==> src/rtl/u2ue_pkg.sv <==
// Shared types and constants of the UTF-8 to \u escape block.
package u2ue_pkg;

  localparam int CODE_W = 21;

  // What the back end has to emit for one job.
  typedef enum logic [1:0] {
    JOB_CHAR = 2'd0,  // one raw character
    JOB_CODE = 2'd1,  // backslash, 'u', 4 to 6 hex digits
    JOB_ERR  = 2'd2   // one error result
  } job_kind_t;

  typedef struct packed {
    job_kind_t           kind;
    logic [CODE_W-1:0]   data;      // char in [7:0] or code point
    logic [2:0]          last_idx;  // index of the last character
    logic                str_end;   // job closes the string
  } job_t;

endpackage

==> src/rtl/utf8_to_unicode_escape.sv <==
// Top level of the UTF-8 to \u escape converter.
//
// Input channel (in_valid / in_stall): one byte of a UTF-8 string per
// transaction, string_end high on the last byte of the string.
// Output channel (out_valid / out_stall): one character of escaped text per
// transaction. run_last closes the characters caused by one input byte,
// string_done the whole string, error flags a bad lead byte or a truncated
// sequence (out_char then reads zero).
// A byte's job passes the job queue and the back end's job register before
// its first character reaches the output register. The back end serializer
// sends one character per cycle while the output does not stall: an ASCII
// byte gives one character, a finished code point one (zero value) or 6 to 8,
// bytes that open or extend a sequence none. The front end keeps taking one
// byte per cycle as long as the job queue has room; QDEPTH jobs can wait.
// Reset clears the sequence state, the queue and the output valid flag.
// A stall on the output holds the current character; the queue then fills
// and in_stall rises, so no transaction is ever lost.
module utf8_to_unicode_escape #(
  parameter int QDEPTH = 4
) (
  input  logic       clk,
  input  logic       rst,
  input  logic       in_valid,
  output logic       in_stall,
  input  logic [7:0] in_byte,
  input  logic       string_end,
  output logic       out_valid,
  input  logic       out_stall,
  output logic [7:0] out_char,
  output logic       run_last,
  output logic       string_done,
  output logic       error
);

  u2ue_pkg::job_t wr_job;
  u2ue_pkg::job_t rd_job;
  logic           push;
  logic           pop;
  logic           q_full;
  logic           q_empty;

  // byte decode and sequence tracking
  u2ue_front u_front (
    .clk        (clk),
    .rst        (rst),
    .in_valid   (in_valid),
    .in_stall   (in_stall),
    .in_byte    (in_byte),
    .string_end (string_end),
    .q_full     (q_full),
    .push       (push),
    .job        (wr_job)
  );

  // decouples decode from character emission
  u2ue_queue #(
    .DEPTH (QDEPTH)
  ) u_queue (
    .clk     (clk),
    .rst     (rst),
    .push    (push),
    .wr_data (wr_job),
    .pop     (pop),
    .rd_data (rd_job),
    .full    (q_full),
    .empty   (q_empty)
  );

  // character serializer with registered output
  u2ue_back u_back (
    .clk         (clk),
    .rst         (rst),
    .q_data      (rd_job),
    .q_empty     (q_empty),
    .pop         (pop),
    .out_valid   (out_valid),
    .out_stall   (out_stall),
    .out_char    (out_char),
    .run_last    (run_last),
    .string_done (string_done),
    .error       (error)
  );

endmodule

==> src/rtl/u2ue_front.sv <==
// Front end: takes input bytes, tracks the UTF-8 sequence and issues jobs.
module u2ue_front (
  input  logic            clk,
  input  logic            rst,
  input  logic            in_valid,
  output logic            in_stall,
  input  logic [7:0]      in_byte,
  input  logic            string_end,
  input  logic            q_full,
  output logic            push,
  output u2ue_pkg::job_t  job
);

  logic [u2ue_pkg::CODE_W-1:0] code_bits, code_bits_next, cp_shift;
  logic [1:0]                  bytes_left, bytes_left_next;
  logic [7:0]                  lead_byte, lead_byte_next;
  logic                        error_drop, error_drop_next;
  logic                        accept;
  logic                        has_job;
  logic                        err;

  assign in_stall = q_full;
  assign accept   = in_valid && !q_full;
  assign cp_shift = {code_bits[u2ue_pkg::CODE_W-7:0], in_byte[5:0]};

  always_comb begin
    code_bits_next  = code_bits;
    bytes_left_next = bytes_left;
    lead_byte_next  = lead_byte;
    error_drop_next = error_drop;
    has_job         = 1'b0;
    err             = 1'b0;
    job.kind        = u2ue_pkg::JOB_CHAR;
    job.data        = {{(u2ue_pkg::CODE_W-8){1'b0}}, in_byte};
    job.last_idx    = 3'd0;
    job.str_end     = string_end;

    if (error_drop) begin
      // dropping until the end of the string
    end else if (bytes_left != 2'd0) begin
      code_bits_next  = cp_shift;
      bytes_left_next = bytes_left - 2'd1;
      if (bytes_left == 2'd1) begin
        has_job = 1'b1;
        if (cp_shift == '0) begin
          job.data = {{(u2ue_pkg::CODE_W-8){1'b0}}, lead_byte};
        end else begin
          job.kind = u2ue_pkg::JOB_CODE;
          job.data = cp_shift;
          if (cp_shift > 21'hFFFFF) begin
            job.last_idx = 3'd7;
          end else if (cp_shift > 21'h0FFFF) begin
            job.last_idx = 3'd6;
          end else begin
            job.last_idx = 3'd5;
          end
        end
      end else if (string_end) begin
        err = 1'b1;
      end
    end else if (in_byte <= 8'h7F) begin
      has_job = 1'b1;
    end else if (in_byte <= 8'hF7) begin
      lead_byte_next = in_byte;
      if (in_byte <= 8'hDF) begin
        code_bits_next  = {{(u2ue_pkg::CODE_W-5){1'b0}}, in_byte[4:0]};
        bytes_left_next = 2'd1;
      end else if (in_byte <= 8'hEF) begin
        code_bits_next  = {{(u2ue_pkg::CODE_W-4){1'b0}}, in_byte[3:0]};
        bytes_left_next = 2'd2;
      end else begin
        code_bits_next  = {{(u2ue_pkg::CODE_W-3){1'b0}}, in_byte[2:0]};
        bytes_left_next = 2'd3;
      end
      if (string_end) begin
        err = 1'b1;
      end
    end else begin
      err = 1'b1;
    end

    if (err) begin
      has_job         = 1'b1;
      job.kind        = u2ue_pkg::JOB_ERR;
      job.data        = '0;
      job.last_idx    = 3'd0;
      job.str_end     = 1'b1;
      error_drop_next = !string_end;
    end
    if (err || string_end) begin
      code_bits_next  = '0;
      bytes_left_next = 2'd0;
      lead_byte_next  = 8'h00;
    end
    if (string_end && !err) begin
      error_drop_next = 1'b0;
    end
  end

  assign push = accept && has_job;

  always_ff @(posedge clk) begin
    if (rst) begin
      code_bits  <= '0;
      bytes_left <= 2'd0;
      lead_byte  <= 8'h00;
      error_drop <= 1'b0;
    end else if (accept) begin
      code_bits  <= code_bits_next;
      bytes_left <= bytes_left_next;
      lead_byte  <= lead_byte_next;
      error_drop <= error_drop_next;
    end
  end

`ifndef ASSERT_OFF
  // while dropping no sequence may be open
  a_drop_no_seq: assert property (@(posedge clk) disable iff (rst)
    error_drop |-> bytes_left == 2'd0)
    else $error("sequence open while dropping");
`endif

endmodule

==> src/rtl/u2ue_queue.sv <==
// Job queue between the front end and the back end.
module u2ue_queue #(
  parameter int DEPTH = 4
) (
  input  logic            clk,
  input  logic            rst,
  input  logic            push,
  input  u2ue_pkg::job_t  wr_data,
  input  logic            pop,
  output u2ue_pkg::job_t  rd_data,
  output logic            full,
  output logic            empty
);

  localparam int PTR_W = (DEPTH > 1) ? $clog2(DEPTH) : 1;
  localparam int CNT_W = $clog2(DEPTH + 1);

  u2ue_pkg::job_t   entries [DEPTH];
  logic [PTR_W-1:0] wr_ptr, rd_ptr;
  logic [CNT_W-1:0] count;

  assign full    = count == CNT_W'(DEPTH);
  assign empty   = count == '0;
  assign rd_data = entries[rd_ptr];

  always_ff @(posedge clk) begin
    if (push) begin
      entries[wr_ptr] <= wr_data;
    end
  end

  always_ff @(posedge clk) begin
    if (rst) begin
      wr_ptr <= '0;
      rd_ptr <= '0;
      count  <= '0;
    end else begin
      if (push) begin
        wr_ptr <= (wr_ptr == PTR_W'(DEPTH - 1)) ? '0 : wr_ptr + 1'b1;
      end
      if (pop) begin
        rd_ptr <= (rd_ptr == PTR_W'(DEPTH - 1)) ? '0 : rd_ptr + 1'b1;
      end
      if (push && !pop) begin
        count <= count + 1'b1;
      end else if (pop && !push) begin
        count <= count - 1'b1;
      end
    end
  end

`ifndef ASSERT_OFF
  a_no_overflow: assert property (@(posedge clk) disable iff (rst)
    !(push && full))
    else $error("queue overflow");
  a_no_underflow: assert property (@(posedge clk) disable iff (rst)
    !(pop && empty))
    else $error("queue underflow");
`endif

endmodule

==> src/rtl/u2ue_back.sv <==
// Back end: expands jobs into output characters, one per cycle while the output does not stall.
module u2ue_back (
  input  logic                 clk,
  input  logic                 rst,
  input  u2ue_pkg::job_t       q_data,
  input  logic                 q_empty,
  output logic                 pop,
  output logic                 out_valid,
  input  logic                 out_stall,
  output logic [7:0]           out_char,
  output logic                 run_last,
  output logic                 string_done,
  output logic                 error
);

  localparam logic [7:0] CHAR_BSLASH = 8'h5C;
  localparam logic [7:0] CHAR_U      = 8'h75;

  u2ue_pkg::job_t cur;
  logic           cur_valid;
  logic [2:0]     cur_idx;
  logic [2:0]     pos;
  logic [3:0]     nibble;
  logic [7:0]     char_next;
  logic           fire;
  logic           is_last;

  function automatic logic [7:0] hex_char(input logic [3:0] v);
    logic [7:0] c;
    if (v < 4'd10) begin
      c = 8'h30 + {4'h0, v};
    end else begin
      c = 8'h37 + {4'h0, v};
    end
    return c;
  endfunction

  assign fire    = cur_valid && (!out_valid || !out_stall);
  assign is_last = cur_idx == cur.last_idx;
  assign pop     = !q_empty && (!cur_valid || (fire && is_last));
  assign pos     = cur.last_idx - cur_idx;

  always_comb begin
    case (pos)
      3'd0:    nibble = cur.data[3:0];
      3'd1:    nibble = cur.data[7:4];
      3'd2:    nibble = cur.data[11:8];
      3'd3:    nibble = cur.data[15:12];
      3'd4:    nibble = cur.data[19:16];
      3'd5:    nibble = {3'b000, cur.data[20]};
      default: nibble = 4'h0;
    endcase
  end

  always_comb begin
    unique case (cur.kind)
      u2ue_pkg::JOB_CHAR: char_next = cur.data[7:0];
      u2ue_pkg::JOB_CODE: begin
        if (cur_idx == 3'd0) begin
          char_next = CHAR_BSLASH;
        end else if (cur_idx == 3'd1) begin
          char_next = CHAR_U;
        end else begin
          char_next = hex_char(nibble);
        end
      end
      default: char_next = 8'h00;
    endcase
  end

  always_ff @(posedge clk) begin
    if (rst) begin
      cur_valid <= 1'b0;
      cur_idx   <= 3'd0;
      out_valid <= 1'b0;
    end else begin
      if (pop) begin
        cur_valid <= 1'b1;
        cur_idx   <= 3'd0;
      end else if (fire) begin
        cur_valid <= !is_last;
        cur_idx   <= cur_idx + 3'd1;
      end
      if (fire) begin
        out_valid <= 1'b1;
      end else if (!out_stall) begin
        out_valid <= 1'b0;
      end
    end
  end

  always_ff @(posedge clk) begin
    if (pop) begin
      cur <= q_data;
    end
    if (fire) begin
      out_char    <= char_next;
      run_last    <= is_last;
      string_done <= is_last && cur.str_end;
      error       <= cur.kind == u2ue_pkg::JOB_ERR;
    end
  end

`ifndef ASSERT_OFF
  a_err_shape: assert property (@(posedge clk) disable iff (rst)
    out_valid && error |-> run_last && string_done && out_char == 8'h00)
    else $error("malformed error result");
  a_done_is_last: assert property (@(posedge clk) disable iff (rst)
    out_valid && string_done |-> run_last)
    else $error("string_done without run_last");
`endif

endmodule

==> config.mk <==
export PLATFORM = sky130hd
export DESIGN_NAME = utf8_to_unicode_escape
export DESIGN_NICKNAME = d
export VERILOG_FILES = /design/src/rtl/u2ue_pkg.sv /design/src/rtl/utf8_to_unicode_escape.sv /design/src/rtl/u2ue_front.sv /design/src/rtl/u2ue_queue.sv /design/src/rtl/u2ue_back.sv
export SDC_FILE = /design/constraint.sdc
export NUM_CORES = 1
export LEC_CHECK = 0
export BUFFER_PORTS_ARGS = -buffer_cell sky130_fd_sc_hd__buf_2
export CAP_MARGIN = 5
export CORE_MARGIN = 4
export CORE_UTILIZATION = 58
export CTS_BUF_LIST = sky130_fd_sc_hd__clkbuf_2
export CTS_CLUSTER_SIZE = 16
export DETAILED_ROUTE_END_ITERATION = 12
export GPL_TIMING_DRIVEN = 0
export PLACE_DENSITY = 0.8
export REMOVE_ABC_BUFFERS = 1
export SYNTH_ARGS = -nofsm -noshare
export SYNTH_HDL_FRONTEND = slang
export SYNTH_SLANG_ARGS = --single-unit
export TNS_END_PERCENT = 50
==> constraint.sdc <==
create_clock -name clk -period 2.6 [get_ports clk]
set_input_delay 0.13 -clock clk [delete_from_list [all_inputs] [get_ports clk]]
set_output_delay 0.13 -clock clk [all_outputs]
set_load 0.005 [all_outputs]
Word-level counts from Yosys, hierarchy flattened --
Memory sizes are Yosys's and may differ from the RTL's. A register that Yosys moved wholly into a read port is not among the register bits. Cells that the tools add are included.
Cells by class: bitwise gates (word level) 0, multiply operators 0, reductions and logical operators 37, mux-type cells 56, shift-type cells 0, $lt $le $gt $ge 7, div/mod/pow operators 0, equality and inequality tests 18, add/sub/neg operators 9
Operator list (number):
- two-way mux 26 bit | 3
- two-way mux 15 bit | 5
- two-way mux 8 bit | 8
- two-way mux 27 bit | 1
- less-or-equal comparator 8 bit, second input constant | 3
- one-hot mux 4 bit (6 select lines) | 1
- greater-than comparator 21 x 16 -> 1 bit, second input constant | 1
- greater-than comparator 21 x 20 -> 1 bit, second input constant | 1
- logical NOT 21 bit | 1
- two-way mux 1 bit | 21
- two-way mux 21 bit | 1
- two-way mux 2 bit | 10
- one-hot mux 8 bit (2 select lines) | 1
- adder 6 x 4 -> 7 bit, first input constant | 2
- logical NOT 1 bit | 10
- nonzero test 2 bit | 5
- == test 3 bit, second input constant | 3
- logical AND 1 bit | 9
- logical NOT 3 bit | 3
- two-way mux 3 bit | 3
- less-or-equal comparator 8 x 7 -> 1 bit, second input constant | 1
- adder 3 x 1 -> 3 bit, second input constant | 2
- == test 2 bit, second input constant | 3
- == test 3 x 1 -> 1 bit, second input constant | 2
- other kinds (20) | 27
Storage, ports and cells: RAM bits 108, word-level logic and storage cells 142, latch bits 0, ROM bits 0, output and inout port bits 13, flip-flop bits (word level) 49, memories kept 1
Memories:
- u_queue.entries | depth 4, bits a word 27, read ports 1, clocked after Yosys merged registers in 1, wr ports 1, line u2ue_queue.sv:18 | u2ue_pkg::job_t entries [DEPTH];

Depth between registers and ports, before layout --
Gate-level depths: netlist of the first run.
depth after elaboration 11, gate-level depth with buffers 13

By module --
A second synthesis of the first run with hierarchy kept.
Unflattened totals: cells, all modules 492, area total of the unflattened synthesis 7742.4 µm²
Modules (own cells, without submodules):
- u2ue_queue | times used 1, area an instance 4384.2 µm², cells each 185
- u2ue_back | times used 1, area an instance 1965.6 µm², cells each 135
- u2ue_front | times used 1, area an instance 1392.6 µm², cells each 172

Worst setup path after synthesis of the first run --
No wires, ideal clock.
path type reg-to-reg, start point register u_back.cur_idx[0], end point register u_queue.count[2], stages on the path, launching flop included 13, data required time 2.530 ns, path slack -0.237 ns, period minus slack after synthesis 2.837 ns, arrival 2.767 ns, cells stage by stage dfxtp_1 -> ha_1 -> clkbuf_1 -> a41o_1 -> nor2b_1 -> buf_2 -> inv_1 -> ha_1 -> inv_1 -> fa_1 -> xor2_1 -> or3_1 -> a21oi_1
Between the ends: word-level cells in the longest chain between the ends 7, elaborated cells between the ends (all ways) 9, classes of those cells 1 x eq/ne; 1 x mux; 7 x reduce/logical
RTL lines:
- from (decl) | line u2ue_back.sv:21 | logic [2:0] cur_idx;
- from (signal assigned) | line u2ue_back.sv:82 | cur_idx <= cur_idx + 3'd1;
- == test 3 bit * | line u2ue_back.sv:39 | assign is_last = cur_idx == cur.last_idx;
- logical AND 1 bit * | line u2ue_back.sv:40 | assign pop = !q_empty && (!cur_valid || (fire && is_last));
- logical OR 1 bit * | line u2ue_back.sv:40
- logical AND 1 bit * | line u2ue_back.sv:40
- via pop | line utf8_to_unicode_escape.sv:38 | logic pop;
- logical NOT 1 bit | line u2ue_queue.sv:44 | if (push && !pop) begin
- logical AND 1 bit | line u2ue_queue.sv:44
- two-way mux 3 bit / nonzero test 2 bit (equally long branches)
- to (signal assigned) | line u2ue_queue.sv:45 | count <= count + 1'b1;
- to (signal assigned) | line u2ue_queue.sv:47 | count <= count - 1'b1;
- to (decl) | line u2ue_queue.sv:20 | logic [CNT_W-1:0] count;
Mark *: on every way through the listed nets, which the timed path passes. The rest lies on a longest branch. A chain may end at the register's enable or synchronous reset.

Worst setup path in the final report of the first run --
start point register u_back.cur[2] (netlist name), end point register u_back.out_char[1], data pin
Between the ends: word-level cells in the longest chain between the ends 8, elaborated cells between the ends (all ways) 15, classes of those cells 3 x add/sub; 1 x order compare; 5 x eq/ne; 5 x mux; 1 x reduce/logical
RTL lines:
- subtractor 3 bit * | line u2ue_back.sv:41 | assign pos = cur.last_idx - cur_idx;
- == test 3 bit, or another cell as far along | line u2ue_back.sv:44 | case (pos)
- one-hot mux 4 bit (6 select lines) * | line u2ue_back.sv:44
- adder 6 x 4 -> 7 bit, or another cell as far along | line u2ue_back.sv:33 | c = 8'h37 + {4'h0, v};
- two-way mux 8 bit * | line u2ue_back.sv:30 | if (v < 4'd10) begin
- two-way mux 8 bit * | line u2ue_back.sv:61 | end else if (cur_idx == 3'd1) begin
- two-way mux 8 bit * | line u2ue_back.sv:59 | if (cur_idx == 3'd0) begin
- one-hot mux 8 bit (2 select lines) * | line u2ue_back.sv:56 | unique case (cur.kind)
- via u_back.char_next[1] | line u2ue_back.sv:24 | logic [7:0] char_next;
- to (signal assigned) | line u2ue_back.sv:97 | out_char <= char_next;
- to (decl) | line u2ue_back.sv:10 | output logic [7:0] out_char,
Marks and branches as above.

==> flow_metrics.tcl, run 1 <==
set metrics [dict create \
    tightest_slew_ps 838 \
    reg2reg_slack_ps -9 \
    r2r-end "u_back.out_char[1]$_DFFE_PP_" \
    final_cells 732 \
    min_to "u_front.lead_byte[0]$_SDFFE_PP0P_" \
    muxShareOfSynthArea_pct 10.8 \
    cellLeakagePower_nw 2.86 \
    synth_edf_count 141 \
    vdd_drop_max_uv 388 \
    dp_cells 671 \
    violations "setup timing" \
    wirelength_mm 13.5 \
    io_pins 26 \
    cts_buffers 17 \
    grt_pass1_wl_mm 21.9 \
    die_y_um 121 \
    min_period_ps 2610 \
    combPwrFrac_pct 35.0 \
    max_freq_mhz 383 \
    cap_violations 0 \
    slew_headroom_pct 44.2 \
    ys.flop_type "edfxtp_1" \
    regToRegStartpoint "u_back.cur[2]$_DFFE_PP_" \
    routedWlPerCell_um 18.4 \
    setup_slack_ps -8.55 \
    viasPerCell 5.84 \
    insertion_delay_ps 740 \
    min_period_over_period_pct 100 \
    post-place-ws_ps -392 \
    endpoint_kind "flip-flop" \
    drt_iter0_drc 556 \
    drive_above_1_share_pct 23.6 \
    seqPwrFrac_pct 49.0 \
    intPower_mw 5.49 \
    die_area_um2 14600 \
    pwr-share-clk_pct 15.9 \
    grt_overflow 0 \
    syn_area_um2 7400 \
    first_pass_iters 7 \
    hold_viol_final 0 \
    detail-route-antenna-nets 0 \
    clock_path_buffers 2 \
    initial_core_util_pct 58.9 \
    grt_pass1_vias 4377 \
    final.setup.tns_ps -8.55 \
    hold_depth 4 \
    synth-xor-area-share_pct 0.913 \
    root_buffer "clkbuf_2" \
    synth_top_family_by_area "multiplexers" \
    worst-setup-path-type "reg -> reg" \
    grt_max_degree 39 \
    ys_seq_area_share_pct 67.5 \
    synth_warnings 0 \
    swShare_pct 32.9 \
    grt_usage_pct 20.0 \
    reg2reg_depth 9 \
    setup_viol 1 \
    num-nets-final 573 \
    drv_slew 0 \
    core_um2 12600 \
    routabilityCongestion 0.912 \
    synthAdderAreaFrac_pct 2.40 \
    worstHoldStart "in_byte[0]" \
    place_hpwl_mm 8.64 \
    num_vias 4273 \
    die_w_um 121 \
    rsz0062_at_grt "true" \
    rows 41 \
    power_mw 8.18 \
    status "finished, violations left" \
    crit_fanout 8 \
    synth.distinct_cells 56 \
    cts_tree "done" \
    cts.sinks 179 \
    area_delta_synth_final_pct 11.9 \
    clk_pin_slew_ps 240 \
    antenna_found_initial 1 \
    h-tree-depth 4 \
    worst_setup_path_start_kind "flip-flop" \
    syn_inst 498 \
    clock_skew_ps 31.5 \
    critPathArrivalTime_ps 3190 \
    avgSynthCellArea_um2 14.9 \
    port-buffer-count 25 \
    powerDensity_nw_per_um2 988 \
    synthSimpleGateAreaFrac_pct 10.1 \
    ys_seq_elements 179 \
    required_ps 3180 \
    min_path_type "in -> reg" \
    layout_commonest_cell "edfxtp_1" \
    drc_errors 0 \
    layout_common_cells "edfxtp_1 (141), a21oi_1 (39), nor2_1 (35), dfxtp_1 (33)" \
    synth_compound_area_share_pct 6.09 \
    async_reset_ff_share_pct 0 \
    p_sw_mw 2.69 \
]
==> synth_stat cells (2+ instances only) <==
library cell  instances  area (um^2)
edfxtp_1            141         4230
a21oi_1              39          195
dfxtp_1              38          761
nor2_1               35          131
mux4_2               28          631
nand2_1              28          105
and2_1               20          125
nand3_1              20          100
clkbuf_1             16         60.1
inv_1                14         52.6
ha_1                 11          138
mux2i_1              11          110
buf_2                 8         40.0
nor3_1                7         35.0
nor2b_1               5         31.3
o21ai_0               5         25.0
and3b_1               4         35.0
mux2_2                4         45.0
nand2b_1              4         25.0
o21a_1                4         30.0
a211oi_1              3         22.5
a22oi_1               3         22.5
and4_1                3         26.3
nand4_1               3         18.8
o211ai_1              3         22.5
or4_1                 3         22.5
xor2_1                3         26.3
a222oi_1              2         20.0
and3_1                2         12.5
fa_1                  2         40.0
nor4_1                2         12.5
or3_1                 2         12.5
xnor2_1               2         17.5
==> flip-flops by register name, indices dropped and copies added, names as in the netlist <==
register	count
u_back.cur_valid	1
u_front.code_bits	15
u_back.string_done	1
u_front.bytes_left	2
u_back.out_char	8
u_queue.rd_ptr	2
u_back.cur	26
u_back.cur_idx	3
u_queue.entries	104
u_front.lead_byte	8
u_back.error	1
u_back.out_valid	1
u_back.run_last	1
u_queue.wr_ptr	2
u_queue.count	3
u_front.error_drop	1
==> power groups by stage <==
stage	Sequential [mW]	Clock, mW	Combinational, mW
after global routing	4.05	1.48	3.12
final	4.01	1.30	2.87
after floorplan	4.09	0	1.67
after CTS	4.04	1.33	2.68
after global placement	4.21	0	2.10
after detailed placement	4.14	0	2.34
==> worst max-delay path by stage <==
stage                                              start                       endpoint
after floorplan           u_back.cur_idx[0]$_SDFFE_PP0P_  u_queue.count[2]$_SDFFE_PP0P_
after global placement    u_back.cur_idx[0]$_SDFFE_PP0P_  u_queue.count[2]$_SDFFE_PP0P_
after detailed placement  u_back.cur_idx[0]$_SDFFE_PP0P_  u_queue.count[2]$_SDFFE_PP0P_
after CTS                        u_back.cur[1]$_DFFE_PP_  u_queue.count[2]$_SDFFE_PP0P_
after global routing             u_back.cur[1]$_DFFE_PP_   u_back.out_char[0]$_DFFE_PP_
final                            u_back.cur[2]$_DFFE_PP_   u_back.out_char[1]$_DFFE_PP_
==> cell type report <==
| cell class | instances | area, um^2 |
|---|---|---|
| antenna | 1 | 2.50 |
| clock buffer | 17 | 85.1 |
| clock inverter | 14 | 131 |
| fill | 857 | 4290 |
| inverter | 14 | 52.6 |
| multi-input combinational | 279 | 2350 |
| sequential | 179 | 5000 |
| tap | 172 | 215 |
| timing repair buffer | 56 | 447 |
==> repair_timing <==
item / in CTS / in global routing
setup buffers: 7 / 2
pin swaps: 4 / 6
gates cloned: 0 / 0
endpoints found under the hold margin: 81 / 0
hold buffers: 18 / 0
endpoints found under the setup margin: 114 / 18
gates resized for setup: 14 / 17
==> metrics by stage <==
step	cell area [um^2]	hold WS, ps	util, %
after floorplan	7290	199	-
after global placement	7630	429	60.7
after detailed placement	7670	435	61.0
after CTS	8170	135	65.0
after global routing	8280	163	65.9
final	8280	230	65.9
==> worst max-delay path, stage by stage (launching register included) <==
cell and delay [ps]:
edfxtp_1 500, buf_4 170, fa_2 610, buf_6 150, mux4_2 280, mux2_4 300, buf_4 160, inv_1 70
o21ai_0 100, o211ai_1 120
==> kinds of logic after synthesis <==
| kind of cell | after synthesis |
|---|---|
| flops | 179 |
| simple gates | 144 |
| compound gates | 72 |
| mux | 44 |
| buf+inv | 40 |
| fa+ha+maj | 13 |
| xor+xnor | 6 |
==> layer usage <==
| metal | routed length (um) | global-route usage (%) | vias up |
|---|---|---|---|
| li1 | - | - | 1993 |
| met5 | 0 | 0 | - |
| met2 | 6860 | 32.9 | 171 |
| met3 | 765 | 5.03 | 28 |
| met4 | 341 | 8.43 | 0 |
| met1 | 5540 | 25.4 | 2081 |
(Power assumes the default switching activity.)
==> run 2: changes to the inputs <==
SYNTH_HIERARCHICAL = 1   (was not set)
==> run 2 against run 1 <==
  * The flow still finishes with violations (setup timing)
  * Synthesized cell count decreased by 1.2%
  * Clock skew decreased by 4.9 ps
  * Final cell count increased by 2.5%
  * Design area increased by 7.7%
  * Power increased by 12%
  * Area after synthesis increased by 4.6%
  * Sequential power increased by 5.2%
  * Non-clock buffer count increased by 19
  * Via count increased by 5.6%
  * Combinational power increased by 20%
  * Worst setup slack got worse by 61 ps
  * Fmax decreased by 2.3%
  * Largest power group unchanged
==> flow_metrics.tcl, run 2 <==
set metrics [dict create \
    core_um2 12800 \
    grt_pass1_vias 4498 \
    largest_reg_flops 108 \
    endpoint_kind "flip-flop" \
    regToRegStartpoint "u_back/cur[1]$_DFFE_PP_" \
    min_path_type "in -> reg" \
    fin_util_pct 69.6 \
    place_area_um2 8070 \
    critPathArrivalTime_ps 3280 \
    io_pins 26 \
    die_area_um2 15300 \
    cellLeakagePower_nw 3.02 \
    synth_warnings 6 \
    synthTopCellsByCount "edfxtp_1 (146), dfxtp_1 (40), nor2_1 (31)" \
    rows 41 \
    place_hpwl_mm 9.53 \
    final_cells 750 \
    ys.flop_type "edfxtp_1" \
    clk_pin_slew_ps 250 \
    rsz0062_at_grt "true" \
    status "finished, violations left" \
    drive_above_1_share_pct 27.3 \
    area_delta_synth_final_pct 15.2 \
    cts.sinks 186 \
    setup_slack_ps -69.2 \
    avgSynthCellArea_um2 15.7 \
    h-tree-depth 4 \
    grt_overflow 0 \
    grt_usage_pct 21.2 \
    clock_path_buffers 2 \
    dp_cells 673 \
    worst-setup-path-type "reg -> reg" \
    max_stage_delay_ps 440 \
    crit_slowest_cell "edfxtp_1" \
    num-nets-final 592 \
    detail-route-antenna-nets 0 \
    syn_inst 492 \
    hold_viol_final 0 \
    initial_core_util_pct 60.4 \
    post-place-ws_ps -800 \
    viasPerCell 6.02 \
    drc_errors 0 \
    violations "setup timing" \
    path_cells "inv_2, ha_4, inv_2, fa_2, xnor3_2, buf_4, nand4b_1, nand3_4, inv_4, ha_4, a2111oi_4, a22o_1" \
    insertion_delay_ps 730 \
    drv_slew 0 \
    reg2reg_slack_ps -70 \
    grt_max_degree 33 \
    yosysMostFrequentCell "edfxtp_1" \
    min_period_over_period_pct 103 \
    port-buffer-count 25 \
    die_w_um 124 \
    first_pass_iters 7 \
    cts_buffers 17 \
    worst_setup_path_start_kind "flip-flop" \
    routabilityCongestion 0.970 \
    n_antenna_cell 0 \
    min_period_ps 2670 \
    antenna_found_initial 0 \
    crit_start "u_back/cur[1]$_DFFE_PP_" \
    async_reset_ff_share_pct 0 \
    max_freq_mhz 375 \
    r2r-end "u_back/out_char[1]$_DFFE_PP_" \
    ys_seq_elements 186 \
    endpoint "u_back/out_char[1]$_DFFE_PP_" \
    synth.area.top_cells "edfxtp_1 (57%), dfxtp_1 (10%), mux4_2 (6.7%), mux4_1 (2.4%), ha_1 (1.9%)" \
    die_y_um 124 \
    synth_top_area_share_pct 56.6 \
    syn_area_um2 7740 \
    fin_area_um2 8920 \
    layout_common_cells "edfxtp_1 (146), dfxtp_1 (36), nor2_1 (30), buf_2 (25), a21oi_1 (24)" \
    num_vias 4512 \
    setup_viol 3 \
    layout_commonest_cell "edfxtp_1" \
    yosysTopAreaCell "edfxtp_1" \
    vdd_drop_max_uv 562 \
    synth.distinct_cells 65 \
    crit_fanout 4 \
    drt_iter0_drc 429 \
    cap_violations 0 \
    root_buffer "clkbuf_2" \
    slew_headroom_pct 18.4 \
    routedWlPerCell_um 20.3 \
    reg.largest.list "u_queue/entries x108, u_back/cur x27, u_front/code_bits x15" \
    powerDensity_nw_per_um2 1030 \
    clock_skew_ps 26.6 \
    wirelength_mm 15.2 \
    regMostFlops "u_queue/entries" \
    ys_seq_area_share_pct 67.0 \
    tightest_slew_ps 1220 \
    cts_tree "done" \
    grt_pass1_wl_mm 23.9 \
    required_ps 3210 \
    synth_edf_count 146 \
    reg2reg_depth 12 \
]
==> run 2: area by class of cell <==
cell class | instances | area [um^2]
clock inverter | 13 | 169
multi-input combinational | 269 | 2540
inverter | 16 | 62.6
fill | 839 | 3900
clock buffer | 19 | 95.1
tap | 172 | 215
sequential | 186 | 5190
timing repair buffer | 75 | 643
==> run 2: worst max-delay path, delay by kind of cell (launching register included) <==
kind | cells | cell delay (ps)
fa+ha+maj | 3 | 670
simple gates | 2 | 360
compound gates | 2 | 450
buf+inv | 4 | 350
flops | 1 | 440
xor+xnor | 1 | 280
==> run 2: cells by family (layout without fill, tap and decap cells) <==
group	after synthesis	count (layout)	synth area share [%]
xor gates and xnor gates	7	7	0.986
and+or+nand+nor	137	138	9.87
buffers and inverters	38	123	2.65
AOI/OAI and AO/OA	69	69	6.35
muxes	41	41	10.7
adders and majority gates	14	14	2.46
DFF	186	186	67.0
==> run 2: report_power, final <==
part / internal (mW) / total, mW / switching, mW
Combinational: 1.72 / 3.44 / 1.71
Clock: 0.557 / 1.51 / 0.953
Sequential: 3.87 / 4.22 / 0.346
==> run 2: per-stage QoR <==
step | TNS [ps] | hold WS (ps) | power [mW]
after floorplan | -13580 | 199 | 6.06
after global placement | -122890 | 407 | 6.66
after detailed placement | -39750 | 418 | 6.85
after CTS | -323 | 128 | 8.78
after global routing | -593 | 170 | 9.62
final | -145 | 236 | 9.17
==> run 2: worst min-delay path by stage <==
stage / from / endpoint / cells after the start / slack (ps)
3_5_place_dp: in_byte[6] / u_front/lead_byte[6]$_SDFFE_PP0P_ / 2 / 420
3_3_place_gp: in_byte[6] / u_front/lead_byte[6]$_SDFFE_PP0P_ / 2 / 410
2_1_floorplan: rst / u_back/out_valid$_SDFFE_PP0P_ / 1 / 200
5_1_grt: in_byte[5] / u_front/code_bits[5]$_SDFFE_PP0P_ / 4 / 170
4_1_cts: in_byte[0] / u_front/lead_byte[0]$_SDFFE_PP0P_ / 3 / 130
6_report: in_byte[3] / u_front/lead_byte[3]$_SDFFE_PP0P_ / 3 / 240
==> run 2: what timing repair did <==
action                     in CTS  in global routing
hold endpoints to repair       84                  0
buffers inserted                9                 15
cloned                          1                  0
setup endpoints to repair     122                 30
hold buffers                   19                  0
pin swaps                       7                 10
gates resized for setup        23                 20
==> run 2: layer usage <==
metal	track usage (%)	vias up	wire (um)
li1	-	2062	-
met1	28.0	2238	6420
met2	35.2	169	7700
met3	4.44	43	700
met4	7.61	0	397
met5	0	-	0
==> run 3: changes to the inputs <==
GPL_TIMING_DRIVEN = not set   (was 0)
==> run 3 against run 2 <==
  * The flow still finishes with violations (setup timing)
  * Power shrank 3.0%
  * Clock-buffer cell count fell by 2
  * First-iteration DRC count down 10%
  * Sequential power is essentially flat
  * Via count shrank 0.13%
  * Worst hold slack got worse by 38 ps
  * Sequential cell count unchanged
  * Utilization down 0.98 points
  * Wire length is 3.3% lower
  * Worst setup slack better by 21 ps
  * Global-route usage decreased by 0.25 points
  * Critical path type unchanged
  * Largest power group unchanged
  * Highest routed layer unchanged
==> flow_metrics.tcl, run 3 (synthesized netlist as in run 2, its figures left out) <==
set metrics [dict create \
    status "finished, violations left" \
    violations "setup timing" \
    cts_tree "done" \
    hold_viol_final 0 \
    place_area_um2 8230 \
    reg2reg_slack_ps -50 \
    drc_errors 0 \
    cts_buffers 17 \
    grt_max_degree 33 \
    layout_common_cells "edfxtp_1 (146), dfxtp_1 (37), buf_4 (32), nor2_1 (30)" \
    die_area_um2 15300 \
    powerDensity_nw_per_um2 1010 \
    final.fill_count 830 \
    clock_skew_ps 23.5 \
    min_period_ps 2650 \
    antenna_found_initial 0 \
    area_delta_synth_final_pct 13.6 \
    io_pins 26 \
    power_mw 8.89 \
    root_buffer "clkbuf_2" \
    setup_viol 2 \
    viasPerCell 5.95 \
    cts.sinks 186 \
    final_cells 757 \
    die_y_um 124 \
    critPathArrivalTime_ps 3290 \
    grt_usage_pct 21.0 \
    n_antenna_cell 0 \
    rsz0062_at_grt "true" \
    num_vias 4506 \
    tightest_slew_ps 700 \
    largest_reg_flops 108 \
    grt_pass1_wl_mm 23.6 \
    cellLeakagePower_nw 3.01 \
    layout_commonest_cell "edfxtp_1" \
    die_w_um 124 \
    reg.largest.list "u_queue/entries x108, u_back/cur x27, u_front/code_bits x15" \
    core_um2 12800 \
    slew_headroom_pct 53.1 \
    port-buffer-count 25 \
    hold_depth 4 \
    post-place-ws_ps -169 \
    endpoint_kind "flip-flop" \
    clk_pin_slew_ps 270 \
    drv_slew 0 \
    routedWlPerCell_um 19.4 \
    first_pass_iters 5 \
    vdd_drop_max_uv 506 \
    endpoint "u_back/out_char[1]$_DFFE_PP_" \
    detail-route-antenna-nets 0 \
    r2r-end "u_back/out_char[1]$_DFFE_PP_" \
    required_ps 3240 \
    final.setup.tns_ps -66.6 \
    setup_slack_ps -47.9 \
    wirelength_mm 14.7 \
    worst-setup-path-type "reg -> reg" \
    crit_start "u_back/cur[1]$_DFFE_PP_" \
    drive_above_1_share_pct 25.5 \
    min_path_type "in -> reg" \
    worst_setup_path_start_kind "flip-flop" \
    holdWs_ps 199 \
    min_period_over_period_pct 102 \
    cap_violations 0 \
    num-nets-final 599 \
    grt_overflow 0 \
    regToRegStartpoint "u_back/cur[1]$_DFFE_PP_" \
    rows 41 \
    drt_iter0_drc 386 \
    h-tree-depth 4 \
    routabilityCongestion 0.952 \
    reg2reg_depth 9 \
    initial_core_util_pct 60.4 \
    fin_util_pct 68.6 \
    place_hpwl_mm 9.78 \
    clock_path_buffers 2 \
    fin_area_um2 8800 \
    max_freq_mhz 378 \
    insertion_delay_ps 750 \
    dp_cells 698 \
    regMostFlops "u_queue/entries" \
    grt_pass1_vias 4586 \
    crit_fanout 5 \
]
run 3: changes by cell type in the layout (fill, tap and decap cells not counted), sizes merged:
cell         before  now
dlygate4sd3      19   20
clkinv            5    3
bufinv            3    1
clkinvlp          2    1
inv              19   26
nor2             32   31
buf              56   63
clkbuf           19   17
run 3: what timing repair did:
item                       4_1_cts  5_1_grt
hold buffers                    20        0
setup endpoints to repair        6        7
buffers inserted                 4        3
hold endpoints to repair        87        0
gates resized for setup          8        9
pin swaps                        4        2
run 3: routing by layer:
metal  vias up  GRT usage [%]  wire, um
met5         -              0         0
met4         0           9.27       395
met3        36           5.12       919
li1       2073              -         -
met2       185           35.1      7480
met1      2212           26.1      5920
run 3: how the worst min path moves through the flow:
stage / slack (ps) / endpoint / startpoint
after detailed placement: 420 / u_front/lead_byte[6]$_SDFFE_PP0P_ / in_byte[6]
after global placement: 410 / u_front/lead_byte[6]$_SDFFE_PP0P_ / in_byte[6]
final: 200 / u_front/code_bits[1]$_SDFFE_PP0P_ / in_byte[1]
after floorplan: 200 / u_back/out_valid$_SDFFE_PP0P_ / rst
after global routing: 110 / u_front/code_bits[1]$_SDFFE_PP0P_ / in_byte[1]
after CTS: 100 / u_front/lead_byte[0]$_SDFFE_PP0P_ / in_byte[0]
run 3: area by class of cell:
class                      count  area [um^2]  share of cell area, %
clock inverter                15          154                   1.75
multi-input combinational    268         2420                   27.6
timing repair buffer          83          668                   7.60
inverter                      16         60.1                  0.683
sequential                   186         5190                   59.0
tap                          172          215                   2.45
clock buffer                  17         85.1                  0.967
run 3: power by group:
part           leakage, nW  total (mW)  switching [mW]  internal (mW)
Sequential            1.65        4.22           0.350           3.87
Combinational         1.22        3.24            1.59           1.65
Clock                0.145        1.43            1.04          0.392
run 3: worst max-delay path: stages, from the launching register on:
cell and delay, ps:
edfxtp_1 420, inv_1 70, ha_2 170, inv_2 40, fa_2 590, buf_6 120, mux4_2 300, mux2_4 320
a2111oi_4 350, a22o_1 170
